`src/sv/sha512_pkg.sv`:
```
// Package for the SHA-512 message hasher: round constants, initial hash value,
// controller-to-datapath command and status types. No dependencies.
package sha512_pkg;

   localparam int WordWidth = 64;
   localparam int BlockWords = 16;
   localparam int StateWords = 8;
   localparam int Rounds = 80;

   typedef logic [WordWidth-1:0] word_type;

   typedef enum logic [1:0] {
      WSRC_DATA = 2'd0,
      WSRC_ZERO = 2'd1,
      WSRC_LEN_HI = 2'd2,
      WSRC_LEN_LO = 2'd3
   } word_src_type;

   typedef struct packed {
      logic         push;
      word_src_type src;
      logic         pad_after;
      logic         pad_only;
      logic         round_start;
      logic         round_step;
      logic         fold;
      logic         reinit;
      logic         len_add;
      logic [3:0]   len_bytes;
   } dp_cmd_type;

   typedef struct packed {
      logic [3:0] word_count;
      logic       rounds_done;
   } dp_status_type;

   function automatic word_type initial_hash(input logic [2:0] idx);
      word_type r;
      unique case (idx)
         3'd0: r = 64'h6a09e667f3bcc908;
         3'd1: r = 64'hbb67ae8584caa73b;
         3'd2: r = 64'h3c6ef372fe94f82b;
         3'd3: r = 64'ha54ff53a5f1d36f1;
         3'd4: r = 64'h510e527fade682d1;
         3'd5: r = 64'h9b05688c2b3e6c1f;
         3'd6: r = 64'h1f83d9abfb41bd6b;
         default: r = 64'h5be0cd19137e2179;
      endcase
      return r;
   endfunction

   localparam word_type RoundK [Rounds] = '{
      64'h428a2f98d728ae22, 64'h7137449123ef65cd, 64'hb5c0fbcfec4d3b2f, 64'he9b5dba58189dbbc,
      64'h3956c25bf348b538, 64'h59f111f1b605d019, 64'h923f82a4af194f9b, 64'hab1c5ed5da6d8118,
      64'hd807aa98a3030242, 64'h12835b0145706fbe, 64'h243185be4ee4b28c, 64'h550c7dc3d5ffb4e2,
      64'h72be5d74f27b896f, 64'h80deb1fe3b1696b1, 64'h9bdc06a725c71235, 64'hc19bf174cf692694,
      64'he49b69c19ef14ad2, 64'hefbe4786384f25e3, 64'h0fc19dc68b8cd5b5, 64'h240ca1cc77ac9c65,
      64'h2de92c6f592b0275, 64'h4a7484aa6ea6e483, 64'h5cb0a9dcbd41fbd4, 64'h76f988da831153b5,
      64'h983e5152ee66dfab, 64'ha831c66d2db43210, 64'hb00327c898fb213f, 64'hbf597fc7beef0ee4,
      64'hc6e00bf33da88fc2, 64'hd5a79147930aa725, 64'h06ca6351e003826f, 64'h142929670a0e6e70,
      64'h27b70a8546d22ffc, 64'h2e1b21385c26c926, 64'h4d2c6dfc5ac42aed, 64'h53380d139d95b3df,
      64'h650a73548baf63de, 64'h766a0abb3c77b2a8, 64'h81c2c92e47edaee6, 64'h92722c851482353b,
      64'ha2bfe8a14cf10364, 64'ha81a664bbc423001, 64'hc24b8b70d0f89791, 64'hc76c51a30654be30,
      64'hd192e819d6ef5218, 64'hd69906245565a910, 64'hf40e35855771202a, 64'h106aa07032bbd1b8,
      64'h19a4c116b8d2d0c8, 64'h1e376c085141ab53, 64'h2748774cdf8eeb99, 64'h34b0bcb5e19b48a8,
      64'h391c0cb3c5c95a63, 64'h4ed8aa4ae3418acb, 64'h5b9cca4f7763e373, 64'h682e6ff3d6b2b8a3,
      64'h748f82ee5defb2fc, 64'h78a5636f43172f60, 64'h84c87814a1f0ab72, 64'h8cc702081a6439ec,
      64'h90befffa23631e28, 64'ha4506cebde82bde9, 64'hbef9a3f7b2c67915, 64'hc67178f2e372532b,
      64'hca273eceea26619c, 64'hd186b8c721c0c207, 64'heada7dd6cde0eb1e, 64'hf57d4f7fee6ed178,
      64'h06f067aa72176fba, 64'h0a637dc5a2c898a6, 64'h113f9804bef90dae, 64'h1b710b35131c471b,
      64'h28db77f523047d84, 64'h32caab7b40c72493, 64'h3c9ebe0a15c9bebc, 64'h431d67c49c100d4c,
      64'h4cc5d4becb3e42b6, 64'h597f299cfc657e2a, 64'h5fcb6fab3ad6faec, 64'h6c44198c4a475817
   };

endpackage

```
`src/sv/sha512_control.sv`:
```
// Controller of the SHA-512 hasher: input handshake, padding sequence,
// round sequencing and digest output. Uses sha512_pkg.
module sha512_control (
   input  logic                       clock,
   input  logic                       reset,
   input  logic                       req_valid,
   output logic                       req_stall,
   input  logic [3:0]                 req_valid_bytes,
   input  logic                       req_last,
   output logic                       rsp_valid,
   input  logic                       rsp_stall,
   output logic [2:0]                 rsp_word_index,
   output logic                       rsp_digest_last,
   input  sha512_pkg::dp_status_type  status,
   output sha512_pkg::dp_cmd_type     cmd
);
   import sha512_pkg::*;

   typedef enum logic [2:0] {
      ST_IDLE, ST_PAD80, ST_ZERO, ST_LENHI, ST_LENLO, ST_ROUND, ST_FOLD, ST_OUT
   } state_type;

   state_type state_ff, state_in, ret_ff, ret_in;
   logic [2:0] idx_ff, idx_in;
   logic       take, full;

   assign req_stall = (state_ff != ST_IDLE);
   assign take = req_valid && !req_stall;
   assign rsp_valid = (state_ff == ST_OUT);
   assign rsp_word_index = idx_ff;
   assign rsp_digest_last = (idx_ff == 3'd7);

   always_comb begin
      cmd = '0;
      cmd.src = WSRC_DATA;
      state_in = state_ff;
      ret_in = ret_ff;
      idx_in = idx_ff;
      full = (status.word_count == 4'd15);
      unique case (state_ff)
         ST_IDLE: begin
            if (take) begin
               cmd.len_add = 1'b1;
               cmd.len_bytes = req_last ? req_valid_bytes : 4'd8;
               if (!req_last) begin
                  cmd.push = 1'b1;
                  ret_in = ST_IDLE;
               end else if (req_valid_bytes == 4'd0) begin
                  cmd.push = 1'b1;
                  cmd.pad_only = 1'b1;
                  ret_in = ST_ZERO;
               end else if (req_valid_bytes >= 4'd8) begin
                  cmd.push = 1'b1;
                  ret_in = ST_PAD80;
               end else begin
                  cmd.push = 1'b1;
                  cmd.pad_after = 1'b1;
                  ret_in = ST_ZERO;
               end
               if (full) begin
                  state_in = ST_ROUND;
                  cmd.round_start = 1'b1;
               end else begin
                  state_in = ret_in;
               end
            end
         end
         ST_PAD80: begin
            cmd.push = 1'b1;
            cmd.pad_only = 1'b1;
            ret_in = ST_ZERO;
            if (full) begin
               state_in = ST_ROUND;
               cmd.round_start = 1'b1;
            end else begin
               state_in = ST_ZERO;
            end
         end
         ST_ZERO: begin
            if (status.word_count == 4'd14) begin
               state_in = ST_LENHI;
            end else begin
               cmd.push = 1'b1;
               cmd.src = WSRC_ZERO;
               if (full) begin
                  ret_in = ST_ZERO;
                  state_in = ST_ROUND;
                  cmd.round_start = 1'b1;
               end
            end
         end
         ST_LENHI: begin
            cmd.push = 1'b1;
            cmd.src = WSRC_LEN_HI;
            state_in = ST_LENLO;
         end
         ST_LENLO: begin
            cmd.push = 1'b1;
            cmd.src = WSRC_LEN_LO;
            cmd.round_start = 1'b1;
            ret_in = ST_OUT;
            state_in = ST_ROUND;
         end
         ST_ROUND: begin
            cmd.round_step = 1'b1;
            if (status.rounds_done) begin
               state_in = ST_FOLD;
            end
         end
         ST_FOLD: begin
            cmd.fold = 1'b1;
            idx_in = '0;
            state_in = ret_ff;
         end
         ST_OUT: begin
            if (!rsp_stall) begin
               idx_in = idx_ff + 3'd1;
               if (idx_ff == 3'd7) begin
                  cmd.reinit = 1'b1;
                  state_in = ST_IDLE;
               end
            end
         end
         default: state_in = ST_IDLE;
      endcase
   end

   always_ff @(posedge clock) begin
      if (reset) begin
         state_ff <= ST_IDLE;
         ret_ff <= ST_IDLE;
         idx_ff <= '0;
      end else begin
         state_ff <= state_in;
         ret_ff <= ret_in;
         idx_ff <= idx_in;
      end
   end

endmodule

```
`config.mk`:
```
export PLATFORM = sky130hd
export DESIGN_NAME = sha512_control
export DESIGN_NICKNAME = d
export VERILOG_FILES = /design/src/sv/sha512_pkg.sv /design/src/sv/sha512_control.sv
export SDC_FILE = /design/constraint.sdc
export NUM_CORES = 1
export LEC_CHECK = 0
export ABC_AREA = 1
export ABC_CLOCK_PERIOD_IN_PS = 2430
export BUFFER_PORTS_ARGS = -buffer_cell sky130_fd_sc_hd__buf_2
export CORE_MARGIN = 2
export CORE_UTILIZATION = 35
export CTS_CLUSTER_SIZE = 20
export DETAILED_ROUTE_END_ITERATION = 10
export SYNTH_ARGS = -nofsm -noshare
export SYNTH_HDL_FRONTEND = slang
export SYNTH_SLANG_ARGS = --single-unit
```
`constraint.sdc`:
```
create_clock -name clock -period 2.43 [get_ports clock]
set_input_delay 0.486 -clock clock [delete_from_list [all_inputs] [get_ports clock]]
set_output_delay 0.486 -clock clock [all_outputs]
set_load 0.01 [all_outputs]
```
[Yosys cells after proc, flatten, opt, wreduce, memory -nomap -nowiden]
Index checks and enable logic that the tools add are counted.
Storage, ports and cells
  logic and storage cells: 73
  bits of input ports: 14
  output and inout bits: 20
  register bits: 9
Operators by class
  multiplexer cells: 40
  order comparisons: 1
  add/sub/neg operators: 1
  reduce and logical (&&, ||, !) cells: 11
  eq/ne operators: 17
Operators by type and width (number)
  $mux 3: 14
  $pmux 3 s8: 1
  $eq 3x3->1 const B: 5
  $mux 1: 12
  $pmux 3 s4: 1
  $mux 5: 2
  $ne 2x2->1 const B: 5
  $eq 4x4->1 const B: 2
  $mux 2: 4
  $eq 3x2->1 const B: 2
  $pmux 2 s3: 1
  $pmux 3 s2: 1
  $reduce_and 5->1: 1
  $ge 4x4->1 const B: 1
  $logic_not 4->1: 1
  $mux 4: 1
  $pmux 1 s4: 1
  $reduce_and 4->1: 1
  $reduce_bool 4->1: 1
  $add 3x1->3 const B: 1
  $eq 3x1->1 const B: 1
  $logic_not 3->1: 1
  $ne 3x3->1 const B: 1
  $pmux 1 s3: 1
  other kinds (8): 8

[Depth between registers and ports, before layout]
  depth in word-level cells: 7
  depth in mapped cells: 10
  mapped depth without buffers: 9

[Least setup slack after synthesis]
No wires, ideal clock.
  kind: register to output
  start: reg idx_ff[0] (netlist: rsp_word_index[0])
  end: out cmd[5] (netlist name)
  buffers on the path: 0
  setup slack: 792 ps
  cell stages (with the launch flop): 5
  arrival time: 1152 ps
  required time: 1944 ps
  cell sequence: dfxtp_1 > ha_1 > ha_1 > inv_1 > nor3_1
RTL lines
  from (decl): line sha512_control.sv:24  | logic [2:0] idx_ff, idx_in;
  from (signal assigned): line sha512_control.sv:136  | idx_ff <= idx_in;
  to (decl): line sha512_control.sv:15  | output sha512_pkg::dp_cmd_type cmd

==> impl_metrics.yaml <==
route:
  drt_first_pass_iters: 4
  vias_per_cell: 4.725
  wl_um: 2150
  drt_iter0_drc: 23
  drt-wirelength-per-cell_um: 10.39
  vias: 978
  postRouteAntennaNets: 0
  drcViolationCount: 0
sta:
  hold_violations: 0
  rsz0062_at_grt: "false"
  hold_ws_ns: 0.4571
  tns_ns: 0
  fin_crit_ns: 2.125
  clock.fmax_mhz: 470.7
  slew_viol_final: 0
  fin_skew_ns: 0.01002
  fin_crit_sh_pct: 87.43
  relSlewSlack_pct: 66.23
  setup_viol: 0
  tightest_slew_ns: 0.5058
hold_path:
  whs_path_depth: 2
  hold_path_class: "in -> reg"
  hold_path.startpoint: "reset"
  holdPathEnd: "rsp_word_index[2]"
logic_synthesis:
  syn-cell-area_um2: 922.1
  syn_area_per_cell_um2: 6.540
  synth_cells: 141
  yosysUniqueCellTypes: 27
  synth.net_count: 157
  yosys.area.top_type: "dfxtp_1"
  synth_top_area_share_pct: 19.54
  seq_area_frac_synth_pct: 19.54
  yosys_warnings: 0
  synthTopCellsByArea: "dfxtp_1 (20%), nand2_1 (13%), nor2_1 (8.5%), inv_1 (6.5%), nand3_2 (5.4%)"
  synthArstFlopShare_pct: 0
  synthFlopType: "dfxtp_1"
  synth.ff_latch_count: 9
  synth_edf_count: 0
layout:
  finalNonFillerCells: 207
  drive_above_1_share_pct: 39.55
  diodes: 0
  utilization_pct: 45.71
  fill_cells: 266
  area_delta_synth_final_pct: 22.80
  num-nets-final: 194
clock_tree:
  cts_hold_buf: 0
  cts_buffer_depth: 2
  postCtsSetupRepairBufs: 0
  cts_tree: "yes"
  cts_max_level: 1
  post_cts_resized: 0
  cts_buffers: 3
  cts-root-buf: "clkbuf_4"
  clkTransAtPathRegs_ns: 0.07
  clkLatencyLatePin_ns: 0.26
  clock-sinks: 9
critical_path:
  arrival_ns: 1.64
  reg2reg_to: "state_ff[0]"
  regToRegSetupSlack_ns: 0.93
  crit_path_max_fanout: 8
  path_class: "reg -> out"
  endpoint_kind: "primary output"
  critical_path_required_ns: 1.94
  critPathLaunchType: "register"
  regToRegStartpoint: "state_ff[2]"
  reg2reg_depth: 9
floorplanning:
  rows: 18
  dieWidth_um: 55.33
  ios: 34
  start_util_pct: 37.22
  die_h_um: 55.33
  core_area_um2: 2477
  die_area_um2: 3061
global_routing:
  grt_pass1_vias: 850
  grt_overflow: 0
  grt_pass1_wl_um: 3622
  antenna_found_initial: 0
  grt_max_degree: 9
  track_usage_pct: 14.28
power:
  powerDensity_nw_per_um2: 1111
  p_leak_uw: 0.0006519
  peakVddDrop_mv: 0.5612
placement:
  place_inst: 203
  post-dp-hpwl_um: 1840
  globalplace.congestion: 0.8231
  numPortBuffers: 33
status:
  run_status: "finished clean"
run:
  maxCapViolCount: 0
## synth_stat cells, types with 2 or more instances
cell and n:
o21ai_0 3, nor2_1 21, ha_1 2, a21oi_1 9, nand3_2 5, nand2_2 7, o21ai_1 2, nor2_2 2
dfxtp_1 9, buf_6 3, inv_1 16, nor3_1 2, nand2_1 31, nand3_1 9, nand2_4 3, nor2_4 3
inv_2 4
## registers in the layout (all words and copies together) (netlist names)
signal	count
rsp_word_index	3
ret_ff	3
state_ff	3
## worst max-delay path: stages (launching register included)
cell and delay (ns):
dfxtp_1 0.64, nor2_8 0.10, nand2_4 0.09, inv_2 0.04, nand2_2 0.12, inv_2 0.06, o21ai_1 0.11, nand3_1 0.07
buf_2 0.14
## power by group
part / leakage (uW) / switching [uW] / total (uW) / internal [uW]
Combinational: 0.000563 / 532 / 871 / 339
Clock: 0.0000150 / 53.2 / 116 / 63.2
Sequential: 0.0000736 / 80.9 / 271 / 190
## layout by cell type (no fill, tap or decap), types with 2 or more instances in the layout
| master | instances |
|---|---|
| buf_2 | 33 |
| nand2_1 | 31 |
| nor2_1 | 21 |
| inv_1 | 16 |
| nand3_1 | 9 |
| a21oi_1 | 9 |
| dfxtp_1 | 9 |
| nand2_2 | 7 |
| nand3_2 | 5 |
| inv_2 | 4 |
| nor2_4 | 3 |
| nand2_4 | 3 |
| o21ai_0 | 3 |
| clkbuf_4 | 3 |
| o21ai_1 | 2 |
| nor3_1 | 2 |
| nor2_2 | 2 |
| ha_1 | 2 |
| buf_4 | 2 |
## final cells by class
cell class                 count  area [um^2]  area share [%]
clock buffer                   4        26.28           2.320
inverter                      23        98.84           8.729
multi-input combinational    106        609.3           53.81
sequential                     9        180.2           15.91
tap                           30        37.54           3.315
timing repair buffer          35        180.2           15.91
## per-layer routing
metal / GRT usage, % / vias up / part of all wire, %
met1: 18.26 / 432 / 45
met2: 24.32 / 25 / 48
met4: 3.136 / 0 / 0.79
li1: - / 519 / -
met5: 0 / - / 0
met3: 3.279 / 2 / 5.4
## metrics by stage
step	power, uW	area (um^2)	setup slack, ns
after global placement	1149	1106	0.6383
after global routing	1370	1132	0.2109
final	1258	1132	0.3054
after detailed placement	1151	1106	0.5766
after CTS	1274	1132	0.2856
after floorplan	962.4	922.1	0.7917
## worst max path at each step
stage / end / from / slack, ns
floorplan: cmd[5] / rsp_word_index[0] / 0.79
global placement: cmd[8] / state_ff[1] / 0.64
detailed placement: cmd[8] / state_ff[1] / 0.58
CTS: cmd[8] / state_ff[1] / 0.29
global route: cmd[8] / state_ff[1] / 0.21
finish: cmd[8] / state_ff[1] / 0.31
## logic make-up (layout without fill, tap and decap cells)
family	count (synthesis)	in the layout	synth area share [%]
and+or+nand+nor	87	87	53.05
adders and majority gates	2	2	2.713
buffers and inverters	26	62	14.38
AOI/OAI and AO/OA	17	17	10.31
DFF	9	9	19.54
Note: power is estimated with default switching activity, not from simulation.
